--- src/rtl/apa_pkg.sv ---
// Package for the phase-angle PWM timer: widths, codes, reset values and
// the command/status structs between controller and datapath.
// No dependencies.
`default_nettype none

package apa_pkg;

    // compare timer width (tick count and compare value)
    localparam int CMP_W        = 16;

    // register and field widths
    localparam int HP_W         = 16;
    localparam int SCALE_W      = 15;
    localparam int BASIC_W      = 16;
    localparam int ONL_W        = 15;
    localparam int DUTY_W       = 15;
    localparam int RAW_W        = 16;
    localparam int ACT_W        = 2;
    localparam int OUT_TDATA_W  = 8;
    localparam int OUT_FIELDS   = 3;
    localparam int CFG_ADDR_W   = 2;
    localparam int CFG_DATA_W   = 16;

    // on/off time product and serial divider
    localparam int PROD_W        = HP_W + SCALE_W;
    localparam int DIV_NUM_W     = 64;
    localparam int DIV_STEP_BITS = 4;
    localparam int DIV_STEPS     = DIV_NUM_W / DIV_STEP_BITS;
    localparam int DIV_CNT_W     = $clog2(DIV_STEPS);

    // near-zero / near-full duty thresholds
    localparam int NEAR_ZERO_MUL = 100;
    localparam int NEAR_FULL_MUL = 98;
    localparam int THR_W         = DUTY_W + 7;

    // extra ticks added after some compare matches
    localparam int MATCH_PAD     = 10;

    // register reset values
    localparam logic [HP_W-1:0]    HP_RESET    = 16'd10000;
    localparam logic [SCALE_W-1:0] SCALE_RESET = 15'd1000;

    // input actions
    typedef logic [ACT_W-1:0] t_action;
    localparam t_action ACT_TICK       = 2'd0;
    localparam t_action ACT_ZERO_CROSS = 2'd1;
    localparam t_action ACT_SET_DUTY   = 2'd2;

    // configuration register indexes
    typedef logic [CFG_ADDR_W-1:0] t_cfg_addr;
    localparam t_cfg_addr CFG_HALF_PERIOD = 2'd0;
    localparam t_cfg_addr CFG_DUTY_SCALE  = 2'd1;
    localparam t_cfg_addr CFG_BASIC_LATCH = 2'd2;
    localparam t_cfg_addr CFG_ON_LATCH    = 2'd3;

    // controller -> datapath
    typedef struct packed {
        logic accept;
        logic mul_load;
        logic div_start;
        logic cmp_load;
        logic out_load;
    } t_ctrl_cmd;

    // datapath/divider -> controller
    typedef struct packed {
        logic need_div;
        logic div_done;
        logic out_free;
    } t_ctrl_stat;

endpackage

`default_nettype wire

--- src/rtl/apa_div.sv ---
// Serial restoring divider, four quotient bits per cycle.
// Uses apa_pkg for widths.
`default_nettype none

module apa_div (
    input  wire logic                          i_clk,
    input  wire logic                          i_rst_n,
    input  wire logic                          i_start,
    input  wire logic [apa_pkg::DIV_NUM_W-1:0] i_num,
    input  wire logic [apa_pkg::SCALE_W-1:0]   i_den,
    output logic                               o_done,
    output logic [apa_pkg::CMP_W-1:0]          o_quot
);

    logic [apa_pkg::DIV_NUM_W-1:0] r_acc, n_acc;
    logic [apa_pkg::SCALE_W-1:0]   r_rem, n_rem;
    logic [apa_pkg::SCALE_W-1:0]   r_den;
    logic [apa_pkg::SCALE_W:0]     w_trial;
    logic [apa_pkg::DIV_CNT_W-1:0] r_cnt;
    logic                          r_busy;
    logic                          r_done;

    // four shift/compare/subtract steps; quotient bits shift into the numerator
    always_comb begin
        n_rem   = r_rem;
        n_acc   = r_acc;
        w_trial = '0;
        for (int k = 0; k < apa_pkg::DIV_STEP_BITS; k++) begin
            w_trial = {n_rem, n_acc[apa_pkg::DIV_NUM_W-1]};
            n_acc   = {n_acc[apa_pkg::DIV_NUM_W-2:0], 1'b0};
            if (w_trial >= {1'b0, r_den}) begin
                w_trial  = w_trial - {1'b0, r_den};
                n_acc[0] = 1'b1;
            end
            n_rem = w_trial[apa_pkg::SCALE_W-1:0];
        end
    end

    // control
    always_ff @(posedge i_clk) begin
        if (!i_rst_n) begin
            r_busy <= 1'b0;
            r_done <= 1'b0;
            r_cnt  <= '0;
        end else if (i_start) begin
            r_busy <= 1'b1;
            r_done <= 1'b0;
            r_cnt  <= '0;
        end else if (r_busy) begin
            r_cnt <= r_cnt + 1'b1;
            if (r_cnt == apa_pkg::DIV_CNT_W'(apa_pkg::DIV_STEPS - 1)) begin
                r_busy <= 1'b0;
                r_done <= 1'b1;
            end
        end else begin
            r_done <= 1'b0;
        end
    end

    // operands
    always_ff @(posedge i_clk) begin
        if (i_start) begin
            r_acc <= i_num;
            r_rem <= '0;
            r_den <= i_den;
        end else if (r_busy) begin
            r_acc <= n_acc;
            r_rem <= n_rem;
        end
    end

    assign o_done = r_done;
    assign o_quot = r_acc[apa_pkg::CMP_W-1:0];

endmodule

`default_nettype wire

--- src/rtl/apa_dpath.sv ---
// Datapath: configuration registers, duty, tick count, compare value, pin,
// on/off time product and the result register. Uses apa_pkg.
`default_nettype none

module apa_dpath (
    input  wire logic                            i_clk,
    input  wire logic                            i_rst_n,
    input  wire logic                            i_cfg_we,
    input  wire apa_pkg::t_cfg_addr              i_cfg_addr,
    input  wire logic [apa_pkg::CFG_DATA_W-1:0]  i_cfg_data,
    input  wire apa_pkg::t_action                i_action,
    input  wire logic [apa_pkg::RAW_W-1:0]       i_duty_value,
    input  wire apa_pkg::t_ctrl_cmd              i_cmd,
    input  wire logic                            i_m_tready,
    input  wire logic [apa_pkg::CMP_W-1:0]       i_quot,
    output logic                                 o_need_div,
    output logic                                 o_out_free,
    output logic [apa_pkg::DIV_NUM_W-1:0]        o_div_num,
    output logic [apa_pkg::SCALE_W-1:0]          o_div_den,
    output logic                                 o_m_tvalid,
    output logic [apa_pkg::OUT_TDATA_W-1:0]      o_m_tdata
);

    // configuration
    logic [apa_pkg::HP_W-1:0]    r_hp;
    logic [apa_pkg::SCALE_W-1:0] r_scale;
    logic [apa_pkg::BASIC_W-1:0] r_basic;
    logic [apa_pkg::ONL_W-1:0]   r_on_latch;

    // timer state
    logic [apa_pkg::DUTY_W-1:0] r_duty, n_duty;
    logic [apa_pkg::CMP_W-1:0]  r_tick, n_tick;
    logic [apa_pkg::CMP_W-1:0]  r_cmp;
    logic                       r_running, n_running;
    logic                       r_drive, n_drive;
    logic                       r_event, n_event;

    // pending compare reload
    logic                       r_sel_off, n_sel_off;
    logic [apa_pkg::CMP_W-1:0]  r_addend, n_addend;
    logic                       imm_load;
    logic [apa_pkg::CMP_W-1:0]  imm_cmp;
    logic                       n_need_div;

    // product for the divider
    logic [apa_pkg::PROD_W-1:0]  r_prod;
    logic                        r_neg;
    logic                        duty_gt;
    logic [apa_pkg::SCALE_W-1:0] mult_sel;

    // result register
    logic r_out_valid, r_out_pin, r_out_run, r_out_evt;

    logic                       mode_zero, mode_neg;
    logic [apa_pkg::CMP_W-1:0]  on_l2, basic2, pad, tick_inc, quot_x2;
    logic [apa_pkg::THR_W-1:0]  duty_x100, scale_x98;
    logic                       near_zero, near_full;

    assign mode_zero = (r_basic == '0);
    assign mode_neg  = r_basic[apa_pkg::BASIC_W-1];
    assign on_l2     = apa_pkg::CMP_W'({r_on_latch, 1'b0});
    assign basic2    = apa_pkg::CMP_W'($signed({r_basic, 1'b0}));
    assign pad       = apa_pkg::CMP_W'(apa_pkg::MATCH_PAD);
    assign tick_inc  = r_tick + 1'b1;

    assign duty_x100 = apa_pkg::THR_W'(r_duty) * apa_pkg::THR_W'(apa_pkg::NEAR_ZERO_MUL);
    assign scale_x98 = apa_pkg::THR_W'(r_scale) * apa_pkg::THR_W'(apa_pkg::NEAR_FULL_MUL);
    assign near_zero = duty_x100 < apa_pkg::THR_W'(r_scale);
    assign near_full = duty_x100 > scale_x98;

    // event decode: new state, and which compare reload (if any) follows
    always_comb begin
        n_duty     = r_duty;
        n_tick     = r_tick;
        n_running  = r_running;
        n_drive    = r_drive;
        n_event    = 1'b0;
        n_sel_off  = 1'b0;
        n_addend   = '0;
        n_need_div = 1'b0;
        imm_load   = 1'b0;
        imm_cmp    = '0;
        case (i_action)
            apa_pkg::ACT_TICK: begin
                if (r_running) begin
                    n_tick = tick_inc;
                    if (tick_inc == r_cmp) begin
                        n_event = 1'b1;
                        n_tick  = apa_pkg::CMP_W'(1);
                        if (mode_zero) begin
                            n_drive    = 1'b1;
                            n_need_div = 1'b1;
                            n_addend   = pad - on_l2;
                        end else if (mode_neg) begin
                            if (!r_drive) begin
                                n_drive    = 1'b1;
                                n_need_div = 1'b1;
                                n_addend   = '0 - on_l2;
                            end else begin
                                n_drive  = 1'b0;
                                imm_load = 1'b1;
                                imm_cmp  = pad - basic2;
                            end
                        end else begin
                            if (r_drive) begin
                                n_drive    = 1'b0;
                                n_need_div = 1'b1;
                                n_sel_off  = 1'b1;
                                n_addend   = on_l2;
                            end else begin
                                n_drive    = 1'b1;
                                n_need_div = 1'b1;
                                n_addend   = '0 - on_l2;
                            end
                        end
                    end
                end
            end
            apa_pkg::ACT_ZERO_CROSS: begin
                n_running = 1'b0;
                if (near_zero) begin
                    n_drive = 1'b0;
                end else if (near_full) begin
                    n_drive = 1'b1;
                end else begin
                    n_running = 1'b1;
                    n_tick    = apa_pkg::CMP_W'(1);
                    if (mode_zero) begin
                        n_drive    = 1'b0;
                        n_need_div = 1'b1;
                        n_sel_off  = 1'b1;
                        n_addend   = on_l2;
                    end else if (mode_neg) begin
                        n_drive    = 1'b0;
                        n_need_div = 1'b1;
                        n_sel_off  = 1'b1;
                        n_addend   = on_l2 + basic2;
                    end else begin
                        n_drive  = 1'b1;
                        imm_load = 1'b1;
                        imm_cmp  = basic2;
                    end
                end
            end
            apa_pkg::ACT_SET_DUTY: begin
                // clamp to [0, scale]
                if (i_duty_value[apa_pkg::RAW_W-1]) begin
                    n_duty = '0;
                end else if (i_duty_value[apa_pkg::DUTY_W-1:0] >= r_scale) begin
                    n_duty = r_scale;
                end else begin
                    n_duty = i_duty_value[apa_pkg::DUTY_W-1:0];
                end
            end
            default: ;
        endcase
    end

    assign o_need_div = n_need_div;

    // configuration writes
    always_ff @(posedge i_clk) begin
        if (!i_rst_n) begin
            r_hp       <= apa_pkg::HP_RESET;
            r_scale    <= apa_pkg::SCALE_RESET;
            r_basic    <= '0;
            r_on_latch <= '0;
        end else if (i_cfg_we) begin
            unique case (i_cfg_addr)
                apa_pkg::CFG_HALF_PERIOD: r_hp       <= i_cfg_data;
                apa_pkg::CFG_DUTY_SCALE:  r_scale    <= i_cfg_data[apa_pkg::SCALE_W-1:0];
                apa_pkg::CFG_BASIC_LATCH: r_basic    <= i_cfg_data;
                apa_pkg::CFG_ON_LATCH:    r_on_latch <= i_cfg_data[apa_pkg::ONL_W-1:0];
                default: ;
            endcase
        end
    end

    // zero scale gives zero on/off times
    assign quot_x2 = (r_scale == '0) ? '0 : {i_quot[apa_pkg::CMP_W-2:0], 1'b0};

    // timer state
    always_ff @(posedge i_clk) begin
        if (!i_rst_n) begin
            r_duty    <= '0;
            r_tick    <= '0;
            r_cmp     <= '0;
            r_running <= 1'b0;
            r_drive   <= 1'b0;
            r_event   <= 1'b0;
        end else if (i_cmd.accept) begin
            r_duty    <= n_duty;
            r_tick    <= n_tick;
            r_running <= n_running;
            r_drive   <= n_drive;
            r_event   <= n_event;
            if (imm_load) begin
                r_cmp <= imm_cmp;
            end
        end else if (i_cmd.cmp_load) begin
            r_cmp <= quot_x2 + r_addend;
        end
    end

    // pending reload, held while the divider works
    always_ff @(posedge i_clk) begin
        if (i_cmd.accept) begin
            r_sel_off <= n_sel_off;
            r_addend  <= n_addend;
        end
    end

    // on time: hp*duty; off time: hp*(scale-duty), negative when duty > scale
    assign duty_gt  = r_duty > r_scale;
    assign mult_sel = !r_sel_off ? r_duty : (duty_gt ? r_duty - r_scale : r_scale - r_duty);

    always_ff @(posedge i_clk) begin
        if (i_cmd.mul_load) begin
            r_prod <= apa_pkg::PROD_W'(r_hp) * apa_pkg::PROD_W'(mult_sel);
            r_neg  <= r_sel_off && duty_gt;
        end
    end

    assign o_div_num = r_neg ? apa_pkg::DIV_NUM_W'(0) - apa_pkg::DIV_NUM_W'(r_prod)
                             : apa_pkg::DIV_NUM_W'(r_prod);
    assign o_div_den = r_scale;

    // result register
    always_ff @(posedge i_clk) begin
        if (!i_rst_n) begin
            r_out_valid <= 1'b0;
        end else if (i_cmd.out_load) begin
            r_out_valid <= 1'b1;
        end else if (i_m_tready) begin
            r_out_valid <= 1'b0;
        end
    end

    always_ff @(posedge i_clk) begin
        if (i_cmd.out_load) begin
            r_out_pin <= r_drive;
            r_out_run <= r_running;
            r_out_evt <= r_event;
        end
    end

    assign o_out_free = !r_out_valid || i_m_tready;
    assign o_m_tvalid = r_out_valid;
    assign o_m_tdata  = {{(apa_pkg::OUT_TDATA_W - apa_pkg::OUT_FIELDS){1'b0}},
                         r_out_evt, r_out_run, r_out_pin};

endmodule

`default_nettype wire

--- src/rtl/apa_ctrl.sv ---
// Controller: sequences accept, product, divide, compare reload and result.
// Uses apa_pkg command/status structs.
`default_nettype none

module apa_ctrl (
    input  wire logic                i_clk,
    input  wire logic                i_rst_n,
    input  wire logic                i_s_tvalid,
    input  wire apa_pkg::t_ctrl_stat i_stat,
    output logic                     o_s_tready,
    output apa_pkg::t_ctrl_cmd       o_cmd
);

    typedef enum logic [2:0] {
        ST_IDLE,
        ST_MUL,
        ST_START,
        ST_WAIT,
        ST_LOAD,
        ST_OUT
    } t_state;

    t_state r_state;
    logic   r_ready;
    logic   accept;

    assign accept = i_s_tvalid && r_ready;

    // commands
    always_comb begin
        o_cmd           = '0;
        o_cmd.accept    = accept;
        o_cmd.mul_load  = (r_state == ST_MUL);
        o_cmd.div_start = (r_state == ST_START);
        o_cmd.cmp_load  = (r_state == ST_LOAD);
        o_cmd.out_load  = (r_state == ST_OUT) && i_stat.out_free;
    end

    assign o_s_tready = r_ready;

    // state and ready
    always_ff @(posedge i_clk) begin
        if (!i_rst_n) begin
            r_state <= ST_IDLE;
            r_ready <= 1'b1;
        end else begin
            unique case (r_state)
                ST_IDLE: begin
                    if (accept) begin
                        r_ready <= 1'b0;
                        r_state <= i_stat.need_div ? ST_MUL : ST_OUT;
                    end
                end
                ST_MUL:   r_state <= ST_START;
                ST_START: r_state <= ST_WAIT;
                ST_WAIT: begin
                    if (i_stat.div_done) begin
                        r_state <= ST_LOAD;
                    end
                end
                ST_LOAD:  r_state <= ST_OUT;
                ST_OUT: begin
                    if (i_stat.out_free) begin
                        r_ready <= 1'b1;
                        r_state <= ST_IDLE;
                    end
                end
                default: begin
                    r_state <= ST_IDLE;
                    r_ready <= 1'b1;
                end
            endcase
        end
    end

endmodule

`default_nettype wire

--- src/rtl/ac_phase_angle_pwm_top.sv ---
// Channel   Dir  Payload
// s_axis    in   tuser[1:0] action, tdata[15:0] duty_value
// m_axis    out  tdata[0] pin_level, [1] timer_running, [2] compare_event
// cfg       in   i_cfg_addr selects register, i_cfg_data, i_cfg_we
//
// One item at a time. An item that reloads the compare value from an on or
// off time passes through the serial divider (4 bits a cycle over a 64-bit
// numerator); any other item goes straight to the result register.
// Synchronous active-low reset; no clearing pass. A stalled m_axis holds the
// result and keeps the next item from completing.
// Top level of the phase-angle PWM timer; instantiates apa_ctrl, apa_dpath
// and apa_div, uses apa_pkg.
`default_nettype none

module ac_phase_angle_pwm_top (
    input  wire logic                              i_clk,
    input  wire logic                              i_rst_n,
    input  wire logic                              i_cfg_we,
    input  wire logic [apa_pkg::CFG_ADDR_W-1:0]    i_cfg_addr,
    input  wire logic [apa_pkg::CFG_DATA_W-1:0]    i_cfg_data,
    input  wire logic                              s_axis_tvalid,
    output logic                                   s_axis_tready,
    input  wire logic [apa_pkg::RAW_W-1:0]         s_axis_tdata,  // [15:0] duty_value
    input  wire logic [apa_pkg::ACT_W-1:0]         s_axis_tuser,  // [1:0] action
    output logic                                   m_axis_tvalid,
    input  wire logic                              m_axis_tready,
    output logic [apa_pkg::OUT_TDATA_W-1:0]        m_axis_tdata   // [0] pin_level,
                                                                  // [1] timer_running,
                                                                  // [2] compare_event
);

    apa_pkg::t_ctrl_cmd                cmd;
    apa_pkg::t_ctrl_stat               stat;
    logic                              need_div;
    logic                              out_free;
    logic                              div_done;
    logic [apa_pkg::DIV_NUM_W-1:0]     div_num;
    logic [apa_pkg::SCALE_W-1:0]       div_den;
    logic [apa_pkg::CMP_W-1:0]         quot;

    // status bundle
    always_comb begin
        stat          = '0;
        stat.need_div = need_div;
        stat.div_done = div_done;
        stat.out_free = out_free;
    end

    apa_ctrl u_ctrl (
        .i_clk      (i_clk),
        .i_rst_n    (i_rst_n),
        .i_s_tvalid (s_axis_tvalid),
        .i_stat     (stat),
        .o_s_tready (s_axis_tready),
        .o_cmd      (cmd)
    );

    apa_dpath u_dpath (
        .i_clk        (i_clk),
        .i_rst_n      (i_rst_n),
        .i_cfg_we     (i_cfg_we),
        .i_cfg_addr   (i_cfg_addr),
        .i_cfg_data   (i_cfg_data),
        .i_action     (s_axis_tuser),
        .i_duty_value (s_axis_tdata),
        .i_cmd        (cmd),
        .i_m_tready   (m_axis_tready),
        .i_quot       (quot),
        .o_need_div   (need_div),
        .o_out_free   (out_free),
        .o_div_num    (div_num),
        .o_div_den    (div_den),
        .o_m_tvalid   (m_axis_tvalid),
        .o_m_tdata    (m_axis_tdata)
    );

    apa_div u_div (
        .i_clk   (i_clk),
        .i_rst_n (i_rst_n),
        .i_start (cmd.div_start),
        .i_num   (div_num),
        .i_den   (div_den),
        .o_done  (div_done),
        .o_quot  (quot)
    );

endmodule

`default_nettype wire

--- config.mk ---
export PLATFORM = sky130hd
export DESIGN_NAME = ac_phase_angle_pwm_top
export DESIGN_NICKNAME = d
export VERILOG_FILES = /design/src/rtl/apa_pkg.sv /design/src/rtl/apa_div.sv /design/src/rtl/apa_dpath.sv /design/src/rtl/apa_ctrl.sv /design/src/rtl/ac_phase_angle_pwm_top.sv
export SDC_FILE = /design/constraint.sdc
export NUM_CORES = 2
export LEC_CHECK = 0
export BUFFER_PORTS_ARGS = -buffer_cell sky130_fd_sc_hd__buf_4
export CAP_MARGIN = 20
export CORE_ASPECT_RATIO = 0.6
export CORE_MARGIN = 3
export CORE_UTILIZATION = 34
export CTS_BUF_LIST = sky130_fd_sc_hd__clkbuf_2
export CTS_CLUSTER_DIAMETER = 60
export DETAILED_ROUTE_END_ITERATION = 16
export PLACE_DENSITY = 0.54
export SKIP_LAST_GASP = 1
export SYNTH_ARGS = -nofsm -noshare
export SYNTH_HDL_FRONTEND = slang
export SYNTH_SLANG_ARGS = --single-unit
--- constraint.sdc ---
create_clock -name i_clk -period 9.6 [get_ports i_clk]
set_input_delay 0.48 -clock i_clk [delete_from_list [all_inputs] [get_ports i_clk]]
set_output_delay 0.48 -clock i_clk [all_outputs]
set_load 0.05 [all_outputs]
==> summary.md <==
| Metric | Value |
|---|---|
| Final Max Slew Viols | 0 |
| Proportion of layout cells with a drive suffix above 1 | 0.143 |
| Worst hold path stage count | 4 |
| Launching point of the worst reg2reg path | u_div.r_acc[63] |
| Cell with the largest stage delay on the worst path | edfxtp_1 |
| Register-to-register setup slack | 0.23 ns |
| Chip width | 393 um |
| Worst Setup Path Type | reg2reg |
| Detailed-routing iteration count for the pre-antenna-repair pass | 6 |
| Detailed placement HPWL | 80600 um |
| Post-synthesis cell count | 3552 |
| Global-route congestion overflow total | 0 |
| Total Nets Final | 4485 |
| Area share of fa/ha/maj cells after synthesis | 0.289 |
| Synthesized-area fraction occupied by xor and xnor cells | 0.0552 |
| Number of buffers created by CTS | 68 |
| Vias | 26700 |
| Placement row count | 84 |
| Number of sinks driven by the clock tree | 267 |
| Critical Path AT | 10.15 ns |
| Overall die height | 238 um |
| Placeable Area | 88400 um2 |
| Worst-Margin Slew | 1.03 ns |
| Smallest hold slack | 0.224 ns |
| Max clock buf depth | 3 |
| Total number of H-tree levels | 3 |
| Achievable clock frequency | 0.107 GHz |
| Antenna violations before repair | 5 |
| Multi-input logic area | 22200 um2 |
| Final worst clock skew | 0.111 ns |
| Post-synthesis sequential element count | 267 |
| I/O pin total | 51 |
| Distinct cells, synth | 89 |
| DRT Wirelength | 100000 um |
| Avg Cell Area, Syn | 8.62 um2 |
| FF/Latch Area | 6650 um2 |
| Post-route cell area | 35500 um2 |
| Relative slew slack | 0.305 |
| Number of global-route vias before repair | 25100 |
| Placed Instances | 4929 |
| Fillcell total | 8977 |
| Wire length per cell | 19.6 um |
| Number of input and output port buffers inserted | 45 |
| Complex-gate fraction of the synthesized area | 0.177 |
| DRC | 0 |
| Worst Hold End | u_dpath.r_duty[11] |
| Drt first-iter violations | 2621 |
| Root Buffer | clkbuf_2 |
| Last weighted congestion value of the routability-driven placer | 0.957 |
| Cell area after placement | 34000 um2 |
| Hold Violations, Final | 0 |
| Synthesis-to-layout area growth | 16.1% |
| Aggregate global-route resource usage | 0.212 |
| Initial standard-cell utilization of the core | 0.346 |
| Smallest setup slack after layout | 0.233 ns |
| Primary FF master, synth | dfxtp_1 |
| Worst reg2reg path endpoint | u_div.r_acc[0] |
| Pre-CTS setup slack | -0.440 ns |
| First-pass GRT wire length | 155000 um |
| Critical Path Source Type | flip-flop |
| Clock input transition at the sequential cells of the worst setup and hold paths | 0.13 ns |
| Count of placed standard cells in the final layout, fillers left out | 5123 |
| Largest fanout on the critical path | 13 |
| Syn. warnings | 0 |
| Sequential-to-total area share from yosys stat | 0.217 |
| Delay of the slowest critical-path stage | 0.41 ns |
| Proportion of register bits with asynchronous set or reset after synthesis | 0 |
| Die footprint | 93800 um2 |
| TritonCTS clock tree | built |
| Crit path buffers/inverters | 10 |
| Netlist area before placement | 30600 um2 |
| MaxCap Viol Count | 0 |
| Worst Reg-to-Reg Cells | 45 |
| Endpoint kind of the worst setup timing path | flip-flop |
| Detail Route Antenna Nets | 0 |
| Simple-gate area share of the yosys netlist | 0.166 |
| Post-layout minimum cycle time | 9.37 ns |
| Share of the clock period used by the worst path after layout | 0.976 |
| Pin count of the biggest net entering global routing | 92 |
| Mux share of post-synthesis cell area | 0.0266 |
| Count of flip-flops with a built-in enable after synthesis | 130 |
| Via-to-Cell Ratio | 5.21 |
| Status | completed |
| Crit-path leading delay family | compound AO/OA/AOI/OAI gates |
| Hold Crit Start | s_axis_tdata[11] |
| Path class of the lowest-slack min-delay path | in2reg |
| CP required | 10.38 ns |
| Source-to-sink clock delay at the later pin of the worst-skew pair | 1.14 ns |
| Largest family of logic cells by synthesized area | adder cells |
| Final Setup Violations | 0 |
-- layer usage --
metal | global-route usage | routed length, um | vias to the layer above
li1 | - | - | 13000
met1 | 0.354 | 54500 | 12700
met2 | 0.254 | 34800 | 909
met3 | 0.0624 | 9910 | 74
met4 | 0.0363 | 1210 | 0
met5 | 0 | 0 | -
-- placed cells by master (no fill, tap or decap), types with 17 or more instances in the layout --
master,Yosys,routed
nor2b_1,85,85
and2_1,47,47
dlygate4sd3_1,0,50
nand4_1,28,28
inv_1,381,379
edfxtp_1,130,130
o211ai_1,32,32
o21ai_0,185,174
and3_1,40,40
mux2i_1,64,60
dfxtp_1,137,136
clkbuf_2,1,104
xnor2_1,116,115
o21a_1,37,37
o31ai_1,25,23
xor2_1,77,76
a21oi_1,251,243
or3_1,30,30
nand2_1,366,363
nand3_1,103,103
a21o_1,96,95
ha_1,374,369
nand2b_1,34,32
o22ai_1,17,17
nor2_1,171,169
buf_4,8,331
nor3_1,62,61
a211oi_1,23,21
a31oi_1,35,34
fa_1,208,204
-- worst min-delay path: stages --
cell,delay (ns)
dlygate4sd3_1,0.53
buf_4,0.12
mux2i_1,0.05
o21ai_0,0.12
-- sequential cells by signal, summed over array words and instances (netlist names), 16 cells and up --
register / cells
u_dpath.r_basic: 16
u_dpath.r_prod: 31
u_dpath.r_hp: 16
u_div.r_acc: 64
u_dpath.r_tick: 16
-- repair_timing --
item | 4_1_cts | 5_1_grt
setup endpoints to repair | 16 | 20
hold buffers | 50 | 0
buffers inserted | 1 | 14
resized for setup | 19 | 57
cloned | 0 | 0
endpoints found under the hold margin | 119 | 0
pin swaps | 7 | 23
-- cells in the mapped netlist (23+ instances only) --
cell type  number  area [um2]
nand4_1        28         175
fa_1          208        4160
a21oi_1       251        1260
a31oi_1        35         219
edfxtp_1      130        3900
nor2_1        171         642
xor2_1         77         674
o21ai_0       185         926
nor2b_1        85         532
clkbuf_1      121         454
ha_1          374        4680
dfxtp_1       137        2740
nor3_1         62         310
o211ai_1       32         240
a211oi_1       23         173
inv_1         381        1430
xnor2_1       116        1020
nand3_1       103         515
mux2i_1        64         641
or3_1          30         188
o31ai_1        25         188
and2_1         47         294
a21o_1         96         721
nand2_1       366        1370
o21a_1         37         278
nand2b_1       34         213
and3_1         40         250
-- worst max path at each step --
stage          depth (start not counted)  slack, ns       startpoint              end
2_1_floorplan                         43       0.01   u_div.r_den[1]   u_div.r_acc[0]
3_3_place_gp                          46      -0.33   u_div.r_den[0]   u_div.r_rem[4]
3_5_place_dp                          47      -0.44  u_div.r_acc[63]   u_div.r_rem[4]
4_1_cts                               44       0.01  u_div.r_acc[63]  u_div.r_rem[12]
5_1_grt                               45      -0.06  u_div.r_acc[63]  u_div.r_rem[12]
6_report                              45       0.23  u_div.r_acc[63]   u_div.r_acc[0]
-- area by class of cell --
class	count	share of cell area
diodes	4	0.000282
flip-flops and latches	267	0.187
inverters	383	0.0405
multi-input cells	2751	0.623
well taps	1204	0.0424
clock buffers	104	0.0146
clock inverters	19	0.00313
repair buffers	391	0.0886
-- metrics by stage --
step           setup TNS, ns  utilization
2_1_floorplan              0            -
3_3_place_gp           -3.40        0.384
3_5_place_dp           -5.51        0.384
4_1_cts                    0        0.398
5_1_grt               -0.116        0.402
6_report                   0        0.402
-- logic make-up (layout without fill, tap and decap cells) --
| logic type | after synthesis | after routing |
|---|---|---|
| AOI/OAI and AO/OA | 848 | 848 |
| other | 1 | 9 |
| adders and majority gates | 582 | 582 |
| muxes | 79 | 79 |
| buffers and inverters | 538 | 897 |
| and+or+nand+nor | 1044 | 1044 |
| xor gates and xnor gates | 193 | 193 |
| DFF | 267 | 267 |
Power is left out: the tool's default activity adds up to more than one toggle a clock period on the data nets, which glitch-free logic cannot reach.
